`src/rtl/core/load_cell_adc_reader_assert.svh`:
```
// ----------------------------------------------------------------------------
// load_cell_adc_reader_assert
// Assertion macros for the load cell reader.
// ----------------------------------------------------------------------------
`ifndef LOAD_CELL_ADC_READER_ASSERT_SVH
`define LOAD_CELL_ADC_READER_ASSERT_SVH
// implication checked on every clock edge outside reset
`define LCR_ASSERT_IMP(lbl, clk, rstn, a, c) \
    lbl: assert property (@(posedge clk) disable iff (!rstn) (a) |-> (c)) \
        else $error("assertion failed");
// next-cycle implication
`define LCR_ASSERT_NXT(lbl, clk, rstn, a, c) \
    lbl: assert property (@(posedge clk) disable iff (!rstn) (a) |=> (c)) \
        else $error("assertion failed");
`endif

```
`src/rtl/core/lcr_pkg.sv`:
```
// ----------------------------------------------------------------------------
// lcr_pkg
// Shared types and codes of the load cell converter reader.
// ----------------------------------------------------------------------------
`default_nettype none
package lcr_pkg;
    localparam int SAMPLE_BITS_DEF = 24;
    localparam logic [2:0] FUNC_TICK    = 3'd0;
    localparam logic [2:0] FUNC_MEASURE = 3'd1;
    localparam logic [2:0] FUNC_TARE    = 3'd2;
    localparam logic [2:0] FUNC_PDOWN   = 3'd3;
    localparam logic [2:0] FUNC_PUP     = 3'd4;
    localparam logic [2:0] FUNC_LOADOFS = 3'd5;
    localparam logic [1:0] REG_GAIN  = 2'd0;
    localparam logic [1:0] REG_COUNT = 2'd1;
    localparam logic [1:0] REG_SCALE = 2'd2;

    // controller -> datapath commands
    typedef struct packed {
        logic clear_sum;   // start of run
        logic clear_word;  // start of reading
        logic shift_bit;   // sample data bit
        logic add_word;    // add shifted word to sum
        logic add_zero;    // count a not-ready reading
        logic start_div;   // begin averaging
        logic load_ofs;    // take offset from input
    } lcr_cmd_t;

    // datapath -> controller status
    typedef struct packed {
        logic div_done;    // final result ready (one cycle)
    } lcr_sts_t;
endpackage
`default_nettype wire

```
`src/rtl/core/lcr_datapath.sv`:
```
// ----------------------------------------------------------------------------
// lcr_datapath
// Shift register, running sum, serial divider, offset and scaling.
// ----------------------------------------------------------------------------
`default_nettype none
module lcr_datapath #(
    parameter int SAMPLE_BITS = lcr_pkg::SAMPLE_BITS_DEF
) (
    input  wire               aclk,
    input  wire               aresetn,
    input  lcr_pkg::lcr_cmd_t cmd,
    output lcr_pkg::lcr_sts_t sts,
    input  wire               dout_level,
    input  wire signed [23:0] offset_value,
    input  wire         [7:0] count,
    input  wire signed [31:0] scale,
    input  wire               tare,
    output logic signed [23:0] avg_out,
    output logic signed [24:0] net_out,
    output logic signed [31:0] units_out
);
    localparam logic [1:0] DS_IDLE = 2'd0;
    localparam logic [1:0] DS_DIV  = 2'd1;
    localparam logic [1:0] DS_NET  = 2'd2;
    localparam logic [1:0] DS_MUL  = 2'd3;

    logic [SAMPLE_BITS-1:0] word_reg;
    logic signed [40:0]     sum_reg;     // 255 * 2^31 fits
    logic signed [40:0]     sum_next;
    logic signed [23:0]     offset_reg;
    logic [1:0]             ds_reg;
    logic [5:0]             cnt_reg;
    logic [40:0]            quo_reg;
    logic [8:0]             rem_reg;
    logic                   neg_reg;
    logic signed [40:0]     avg_reg;
    logic signed [24:0]     net_reg;
    logic signed [56:0]     prod_reg;
    logic                   done_reg;

    logic [40:0] abs_sum;
    logic [9:0]  rem_try;
    logic signed [41:0] net_full;
    logic signed [56:0] q;

    // sum including the word that ends this reading, so the divider
    // starts on the complete run
    always_comb begin
        sum_next = sum_reg;
        if (cmd.clear_sum) sum_next = '0;
        if (cmd.add_word) sum_next = sum_reg + 41'(signed'(word_reg));
    end

    assign abs_sum = sum_next[40] ? 41'(-sum_next) : 41'(sum_next);
    assign rem_try = {rem_reg, quo_reg[40]};
    assign net_full = 42'(avg_reg) - 42'(offset_reg);
    // floor of product / 2^16 is an arithmetic shift
    assign q = prod_reg >>> 16;

    always_ff @(posedge aclk) begin
        if (!aresetn) begin
            word_reg   <= '0;
            sum_reg    <= '0;
            offset_reg <= '0;
            ds_reg     <= DS_IDLE;
            done_reg   <= 1'b0;
        end else begin
            done_reg <= 1'b0;
            if (cmd.load_ofs) offset_reg <= offset_value;
            if (cmd.clear_word) word_reg <= '0;
            if (cmd.shift_bit) word_reg <= {word_reg[SAMPLE_BITS-2:0], dout_level};
            sum_reg <= sum_next;
            case (ds_reg)
                DS_IDLE: begin
                    if (cmd.start_div) begin
                        ds_reg  <= DS_DIV;
                        quo_reg <= abs_sum;
                        rem_reg <= '0;
                        neg_reg <= sum_next[40];
                        cnt_reg <= 6'd41;
                    end
                end
                DS_DIV: begin
                    if (rem_try >= {2'b0, count}) begin
                        rem_reg <= 9'(rem_try - {2'b0, count});
                        quo_reg <= {quo_reg[39:0], 1'b1};
                    end else begin
                        rem_reg <= rem_try[8:0];
                        quo_reg <= {quo_reg[39:0], 1'b0};
                    end
                    cnt_reg <= cnt_reg - 6'd1;
                    if (cnt_reg == 6'd1) ds_reg <= DS_NET;
                end
                DS_NET: begin
                    avg_reg <= neg_reg ? 41'(-quo_reg) : 41'(quo_reg);
                    ds_reg  <= DS_MUL;
                end
                DS_MUL: begin
                    if (net_full > 42'sd16777215) net_reg <= 25'sd16777215;
                    else if (net_full < -42'sd16777216) net_reg <= -25'sd16777216;
                    else net_reg <= 25'(net_full);
                    ds_reg <= DS_IDLE;
                    done_reg <= 1'b1;
                    if (tare) offset_reg <= avg_reg[23:0];
                end
                default: ds_reg <= DS_IDLE;
            endcase
            if (done_reg) prod_reg <= 57'(net_reg) * 57'(scale);
        end
    end

    // product is registered in the cycle after done; div_done is delayed to match
    logic done_d_reg;
    always_ff @(posedge aclk) begin
        if (!aresetn) done_d_reg <= 1'b0;
        else done_d_reg <= done_reg;
    end

    assign sts.div_done = done_d_reg;
    assign avg_out = avg_reg[23:0];
    assign net_out = net_reg;
    always_comb begin
        if (q > 57'sd2147483647) units_out = 32'sh7fffffff;
        else if (q < -57'sd2147483648) units_out = 32'sh80000000;
        else units_out = q[31:0];
    end
endmodule
`default_nettype wire

```
`src/rtl/core/lcr_ctrl.sv`:
```
// ----------------------------------------------------------------------------
// lcr_ctrl
// Tick sequencer: handshakes, phase counter, converter clock, result register.
// ----------------------------------------------------------------------------
`default_nettype none
`include "load_cell_adc_reader_assert.svh"
module lcr_ctrl #(
    parameter int SAMPLE_BITS = lcr_pkg::SAMPLE_BITS_DEF
) (
    input  wire               aclk,
    input  wire               aresetn,
    input  wire               s_valid,
    output logic              s_ready,
    input  wire         [2:0] s_func,
    input  wire               s_dout_level,
    input  wire               m_ready,
    output logic              m_valid,
    output logic              m_sck_level,
    output logic              m_busy_res,
    output logic              m_result_valid,
    output logic              m_was_tare,
    input  wire         [1:0] gain,
    input  wire         [7:0] count_cfg,
    output logic        [7:0] count,
    output logic              tare,
    output lcr_pkg::lcr_cmd_t cmd,
    input  lcr_pkg::lcr_sts_t sts
);
    localparam int PW = $clog2(2*SAMPLE_BITS + 8);
    localparam logic [1:0] ST_TICK = 2'd0;
    localparam logic [1:0] ST_WAIT = 2'd1;   // averaging
    localparam logic [1:0] ST_OUT  = 2'd2;

    logic [1:0]    st_reg;
    logic [PW-1:0] phase_reg;   // 0 idle, 1 ready check, 2+k half tick k
    logic [7:0]    done_cnt_reg;
    logic [7:0]    count_reg;
    logic [1:0]    pulses_reg;
    logic          tare_reg;
    logic          sck_reg;
    logic          rv_reg;

    logic acc;
    logic [PW-1:0] half;
    logic [PW-1:0] last_half;
    logic fin;       // a reading ends this tick
    logic run_end;

    assign acc = s_valid && s_ready;
    assign s_ready = (st_reg == ST_TICK);
    assign half = phase_reg - PW'(2);
    assign last_half = PW'(2*SAMPLE_BITS - 1) + PW'({pulses_reg, 1'b0});
    assign count = count_reg;
    assign tare = tare_reg;

    always_comb begin
        cmd = '0;
        fin = 1'b0;
        if (acc && s_func != lcr_pkg::FUNC_PDOWN && s_func != lcr_pkg::FUNC_PUP) begin
            cmd.load_ofs = (s_func == lcr_pkg::FUNC_LOADOFS);
            if (phase_reg == '0) begin
                cmd.clear_sum = (s_func == lcr_pkg::FUNC_MEASURE) ||
                                (s_func == lcr_pkg::FUNC_TARE);
            end else if (phase_reg == PW'(1)) begin
                fin = s_dout_level;
                cmd.clear_word = !s_dout_level;
            end else if (half[0]) begin
                cmd.shift_bit = (half < PW'(2*SAMPLE_BITS));
                fin = (half == last_half);
                cmd.add_word = fin;
            end
        end
        cmd.add_zero = fin && !cmd.add_word;
        run_end = fin && (done_cnt_reg + 8'd1 >= count_reg);
        cmd.start_div = run_end;
    end

    always_ff @(posedge aclk) begin
        if (!aresetn) begin
            st_reg <= ST_TICK;
            phase_reg <= '0;
            done_cnt_reg <= '0;
            count_reg <= '0;
            pulses_reg <= '0;
            tare_reg <= 1'b0;
            sck_reg <= 1'b0;
            rv_reg <= 1'b0;
            m_valid <= 1'b0;
        end else begin
            case (st_reg)
                ST_TICK: begin
                    if (acc) begin
                        rv_reg <= 1'b0;
                        if (s_func == lcr_pkg::FUNC_PDOWN) begin
                            phase_reg <= '0;
                            sck_reg <= 1'b1;
                        end else if (s_func == lcr_pkg::FUNC_PUP) begin
                            phase_reg <= '0;
                            sck_reg <= 1'b0;
                        end else if (phase_reg == '0) begin
                            if (cmd.clear_sum) begin
                                phase_reg <= PW'(1);
                                tare_reg <= (s_func == lcr_pkg::FUNC_TARE);
                                done_cnt_reg <= '0;
                                count_reg <= (count_cfg == '0) ? 8'd1 : count_cfg;
                            end
                        end else if (phase_reg == PW'(1)) begin
                            sck_reg <= 1'b0;
                            if (!s_dout_level) begin
                                pulses_reg <= (gain == '0) ? 2'd1 : gain;
                                phase_reg <= PW'(2);
                            end
                        end else if (!half[0]) begin
                            sck_reg <= 1'b1;
                            phase_reg <= phase_reg + PW'(1);
                        end else begin
                            sck_reg <= 1'b0;
                            if (!fin) phase_reg <= phase_reg + PW'(1);
                        end
                        if (fin) begin
                            done_cnt_reg <= done_cnt_reg + 8'd1;
                            phase_reg <= run_end ? '0 : PW'(1);
                        end
                        if (run_end) begin
                            st_reg <= ST_WAIT;
                        end else begin
                            st_reg <= ST_OUT;
                            m_valid <= 1'b1;
                        end
                    end
                end
                ST_WAIT: begin
                    if (sts.div_done) begin
                        rv_reg <= 1'b1;
                        st_reg <= ST_OUT;
                        m_valid <= 1'b1;
                    end
                end
                ST_OUT: begin
                    if (m_ready) begin
                        m_valid <= 1'b0;
                        st_reg <= ST_TICK;
                    end
                end
                default: st_reg <= ST_TICK;
            endcase
        end
    end

    assign m_sck_level = sck_reg;
    assign m_busy_res = (phase_reg != '0);
    assign m_result_valid = rv_reg;
    assign m_was_tare = rv_reg && tare_reg;

    `LCR_ASSERT_IMP(a_no_take_while_out, aclk, aresetn, m_valid, !s_ready)
    `LCR_ASSERT_NXT(a_end_idle, aclk, aresetn, run_end, phase_reg == '0)
    `LCR_ASSERT_IMP(a_tare_has_valid, aclk, aresetn, m_was_tare, m_result_valid)
endmodule
`default_nettype wire

```
`src/rtl/core/load_cell_adc_reader.sv`:
```
// A plain tick presents its result in the cycle after acceptance; a tick
// that ends a run waits for the serial averaging divider and scaling.
// One request in flight: a new request waits until the last result is taken.
// A reading is 1 + 2*(SAMPLE_BITS+pulses) requests; a run end adds the divider.
// Reset: synchronous, active low; phase idle, clock low, offset 0, registers
// to gain 1, count 1, scale 1.0.
// ----------------------------------------------------------------------------
// load_cell_adc_reader
// Two-wire bridge converter reader with averaging, tare and scaling.
// ----------------------------------------------------------------------------
`default_nettype none
module load_cell_adc_reader #(
    parameter int SAMPLE_BITS = lcr_pkg::SAMPLE_BITS_DEF
) (
    input  wire               aclk,
    input  wire               aresetn,
    // configuration write requests
    input  wire               cfg_valid,
    output logic              cfg_ready,
    input  wire         [1:0] cfg_index,
    input  wire        [31:0] cfg_data,
    // item requests
    input  wire               s_valid,
    output logic              s_ready,
    input  wire         [2:0] s_func,
    input  wire               s_dout_level,
    input  wire signed [23:0] s_offset_value,
    // result requests
    output logic              m_valid,
    input  wire               m_ready,
    output logic              m_sck_level,
    output logic              m_busy_res,
    output logic              m_result_valid,
    output logic              m_was_tare,
    output logic signed [23:0] m_average,
    output logic signed [24:0] m_net_value,
    output logic signed [31:0] m_units
);
    logic [1:0]         gain_reg;
    logic [7:0]         count_cfg_reg;
    logic signed [31:0] scale_reg;
    lcr_pkg::lcr_cmd_t  cmd;
    lcr_pkg::lcr_sts_t  sts;
    logic [7:0]         count;
    logic               tare;
    logic signed [23:0] avg;
    logic signed [24:0] net;
    logic signed [31:0] units;

    assign cfg_ready = 1'b1;
    always_ff @(posedge aclk) begin
        if (!aresetn) begin
            gain_reg <= 2'd1;
            count_cfg_reg <= 8'd1;
            scale_reg <= 32'sd65536;
        end else if (cfg_valid) begin
            case (cfg_index)
                lcr_pkg::REG_GAIN:  gain_reg <= cfg_data[1:0];
                lcr_pkg::REG_COUNT: count_cfg_reg <= cfg_data[7:0];
                lcr_pkg::REG_SCALE: scale_reg <= cfg_data;
                default: ;
            endcase
        end
    end

    lcr_ctrl #(.SAMPLE_BITS(SAMPLE_BITS)) u_ctrl (
        .aclk, .aresetn, .s_valid, .s_ready, .s_func, .s_dout_level,
        .m_ready, .m_valid, .m_sck_level, .m_busy_res, .m_result_valid,
        .m_was_tare, .gain(gain_reg), .count_cfg(count_cfg_reg), .count, .tare,
        .cmd, .sts
    );

    lcr_datapath #(.SAMPLE_BITS(SAMPLE_BITS)) u_dp (
        .aclk, .aresetn, .cmd, .sts, .dout_level(s_dout_level),
        .offset_value(s_offset_value), .count, .scale(scale_reg), .tare,
        .avg_out(avg), .net_out(net), .units_out(units)
    );

    // fields are zero unless a measure or tare completed; net and units also after a tare
    assign m_average   = m_result_valid ? avg : '0;
    assign m_net_value = (m_result_valid && !tare) ? net : '0;
    assign m_units     = (m_result_valid && !tare) ? units : '0;
endmodule
`default_nettype wire

```
`config.mk`:
```
export PLATFORM = sky130hd
export DESIGN_NAME = load_cell_adc_reader
export DESIGN_NICKNAME = d
export VERILOG_FILES = /design/src/rtl/core/lcr_pkg.sv /design/src/rtl/core/lcr_datapath.sv /design/src/rtl/core/lcr_ctrl.sv /design/src/rtl/core/load_cell_adc_reader.sv
export VERILOG_INCLUDE_DIRS = /design/src /design/src/rtl/core
export SDC_FILE = /design/constraint.sdc
export NUM_CORES = 2
export LEC_CHECK = 0
export BUFFER_PORTS_ARGS = -buffer_cell sky130_fd_sc_hd__buf_2
export CAP_MARGIN = 10
export CORE_MARGIN = 10
export CORE_UTILIZATION = 55
export CTS_BUF_LIST = sky130_fd_sc_hd__clkbuf_8
export DETAILED_ROUTE_END_ITERATION = 7
export GPL_TIMING_DRIVEN = 1
export PLACE_DENSITY_LB_ADDON = 0.3
export SLEW_MARGIN = 10
export SYNTH_ARGS = -nofsm -noshare
export SYNTH_HDL_FRONTEND = slang
export SYNTH_SLANG_ARGS = --single-unit
```
`constraint.sdc`:
```
create_clock -name aclk -period 8.58 [get_ports aclk]
set_clock_uncertainty 0.15 [all_clocks]
set_input_delay 0.429 -clock aclk [delete_from_list [all_inputs] [get_ports aclk]]
set_output_delay 0.429 -clock aclk [all_outputs]
set_load 0.05 [all_outputs]
```
==> impl_metrics.csv <==
group,metric,value,unit
worst_setup_path,critPathArrivalTime,8.63,ns
logic_synthesis,yosysWarnings,0,
logic_synthesis,netlist_area,0.0489,mm^2
grt,grt_pass1_vias,40151,
finish,nets,6679,
detailed_routing,dr.pass1.iters,6,
logic_synthesis,ys.flop_type,"dfxtp_1",
worst_setup_path,setup.worst_path.start_class,"register",
detailed_routing,final_antenna_net_count,0,
logic_synthesis,synth_edf_count,164,
sta,fmax,0.121,GHz
sta,setup_viol_count_final,0,
logic_synthesis,synth.distinct_cells,103,
sta,rsz0062_at_grt,"no",
finish,final_cell_mix,"inv_1, fa_1, nand2_1, and2_1, ha_1",
finish,seqCellArea,0.00823,mm^2
die,start_util,55.4,%
worst_setup_path,worst_setup_path_end_kind,"register",
cts,cts_made_buffers,60,
logic_synthesis,synthCells,5398,
detailed_routing,drtIter0Drc,2891,
placement,globalplace.congestion,0.928,
placement,placed_area,0.0510,mm^2
cts,cts_root_buf,"clkbuf_8",
cts,cts_resized,0,
grt,antenna_found_initial,5,
power_and_ir_drop,p_per_area,120,mW/mm^2
cts,cts_tree,"yes",
worst_setup_path,path_max_fanout,17,
worst_hold_path,hold_start,"aresetn",
grt,globalRouteOverflowTotal,0,
finish,multiInputGateArea,0.0363,mm^2
sta,min_period,8.28,ns
placement,port_buffers,153,
cts,clkTransAtPathRegs,0.07,ns
die,die_area,0.101,mm^2
grt,track_usage,26.2,%
worst_setup_path,crit_start,"scale_reg[11]",
sta,max_slew_margin,23.4,%
worst_setup_path,crit_type,"reg2reg",
detailed_routing,drc,0,
cts,htree_levels,2,
worst_hold_path,hold_class,"in2reg",
detailed_routing,viasPerCell,5.66,
sta,finalMaxSlewViolations,0,
sta,hold_ws,0.0629,ns
logic_synthesis,synthArstFlopShare,0,%
die,ioPinCount,155,
die,die_y,318,um
worst_hold_path,hold_depth,2,
run_status,outcome,"finished, final reports clean",
die,rows,109,
grt,grt_max_degree,126,
placement,post-dp-hpwl,104000,um
power_and_ir_drop,leakage,0.0259,uW
sta,fin_crit_sh,96.5,%
logic_synthesis,syn_area_per_cell,9.06,um^2
die,fp.dieW,318,um
power_and_ir_drop,irDropWorstVdd,0.126,mV
finish,final_cell_area,0.0531,mm^2
grt,grt_pass1_wl,215000,um
finish,fin_util,60.1,%
finish,drive_above_1_share,7.93,%
worst_setup_path,rr_startpoint,"scale_reg[11]",
finish,area_growth,8.59,%
detailed_routing,dr_total_vias,38144,
sta,tns,0,ns
logic_synthesis,synth_seq_cells,329,
logic_synthesis,ys_seq_area_share,16.8,%
sta,tightest_slew,1.15,ns
job,drv_cap,0,
cts,clock_latency,0.77,ns
finish,fill_cells,7660,
detailed_routing,postRouteWirelength,133000,um
sta,finalHoldViolCount,0,
worst_setup_path,required,8.94,ns
logic_synthesis,synth_fp_nets,6553,
die,core_area,0.0884,mm^2
worst_setup_path,ff2ff_path_depth,25,
cts,cts_buffer_depth,3,
detailed_routing,wire_per_inst,19.8,um
cts,clock_sinks,329,
finish,layout_commonest_cell,"inv_1",
-- repair_timing --
item	CTS	global route
hold endpoints to repair	70	1
buffers inserted	0	9
hold buffers	65	1
endpoints found under the setup margin	0	4
-- Yosys cell counts, drive strengths merged (24+ instances only) --
master  count  area, um^2
a21boi     72         541
nand3      84         420
and3       35         219
nor3       53         270
o211a      33         330
mux2i      39         390
inv       864        3240
and2      479        3000
nor2b      60         375
buf        28         164
fa        821       16400
a21o       86         646
nand4      45         303
xor2       69         604
ha        267        3340
dfxtp     165        3300
clkbuf    261         980
nand2     707        2660
xnor2     120        1050
o21a       36         270
edfxtp    164        4920
o21ai     168         852
a21oi     164         821
a31oi      30         209
o31ai      24         190
nor2      211         800
-- where the power goes --
group / internal [uW] / leakage (uW) / switching (uW)
clock: 849 / 0.000706 / 797
sequential: 1790 / 0.00279 / 33.0
combinational: 1250 / 0.0224 / 1670
-- layout make-up --
| class | instances | share of cell area (%) |
|---|---|---|
| repair buffers | 353 | 4.77 |
| well taps | 1165 | 2.74 |
| clock inverters | 41 | 0.561 |
| inverters | 866 | 6.12 |
| diodes | 2 | 0.00942 |
| clock buffers | 73 | 1.89 |
| multi-input cells | 3914 | 68.4 |
| flip-flops and latches | 329 | 15.5 |
-- per-stage QoR --
stage | setup WS [ns] | total power (uW) | std cells
after floorplan | 1.45 | 4020 | 5398
after global placement | 0.250 | 4670 | 6552
after detailed placement | 0.111 | 4740 | 6552
after CTS | 0.112 | 6420 | 6731
after global routing | 0.0152 | 6920 | 6742
final | 0.301 | 6390 | 6743
-- worst max-delay path, stage by stage (launching register included) --
cell,delay [ns]
dfxtp_1,0.97
buf_4,0.25
and2_1,0.14
fa_1,0.41
inv_1,0.08
fa_1,0.42
inv_1,0.09
fa_1,0.47
fa_1,0.59
fa_1,0.44
fa_1,0.52
inv_1,0.06
fa_1,0.47
inv_1,0.04
ha_1,0.37
and3_1,0.33
and3b_1,0.31
and2_1,0.16
a32oi_1,0.18
a311o_1,0.40
buf_4,0.16
o31ai_1,0.42
o31a_1,0.24
a21o_1,0.15
a21oi_1,0.08
xnor2_1,0.12
-- layer usage --
metal | routed length, um | track usage, % | part of all wire [%] | up-vias
met3 | 11100 | 5.55 | 8.3 | 267
met4 | 4580 | 9.07 | 3.4 | 4
met2 | 60800 | 41.6 | 46 | 1380
met5 | 27 | 0 | 0.020 | -
met1 | 56800 | 35.3 | 43 | 19056
li1 | - | - | - | 17437
-- path summary, 6_finish.rpt --
path                       end  slack, ns
max          u_dp.prod_reg[56]       0.30
min              scale_reg[14]       0.06
max reg2reg  u_dp.prod_reg[56]       0.30
min reg2reg       scale_reg[9]       0.32
-- logic make-up (layout without fill, tap and decap cells) --
kind of cell | after synthesis | in the layout | share of synthesized area, %
mux | 44 | 44 | 0.936
other cells | 1 | 3 | 0.00767
compound gates | 787 | 787 | 11.0
simple gates | 1805 | 1805 | 18.5
buf+inv | 1155 | 1333 | 8.98
flops | 329 | 329 | 16.8
fa+ha+maj | 1088 | 1088 | 40.4
xor+xnor | 189 | 189 | 3.38
No activity file was read; power rests on OpenSTA's default activity.
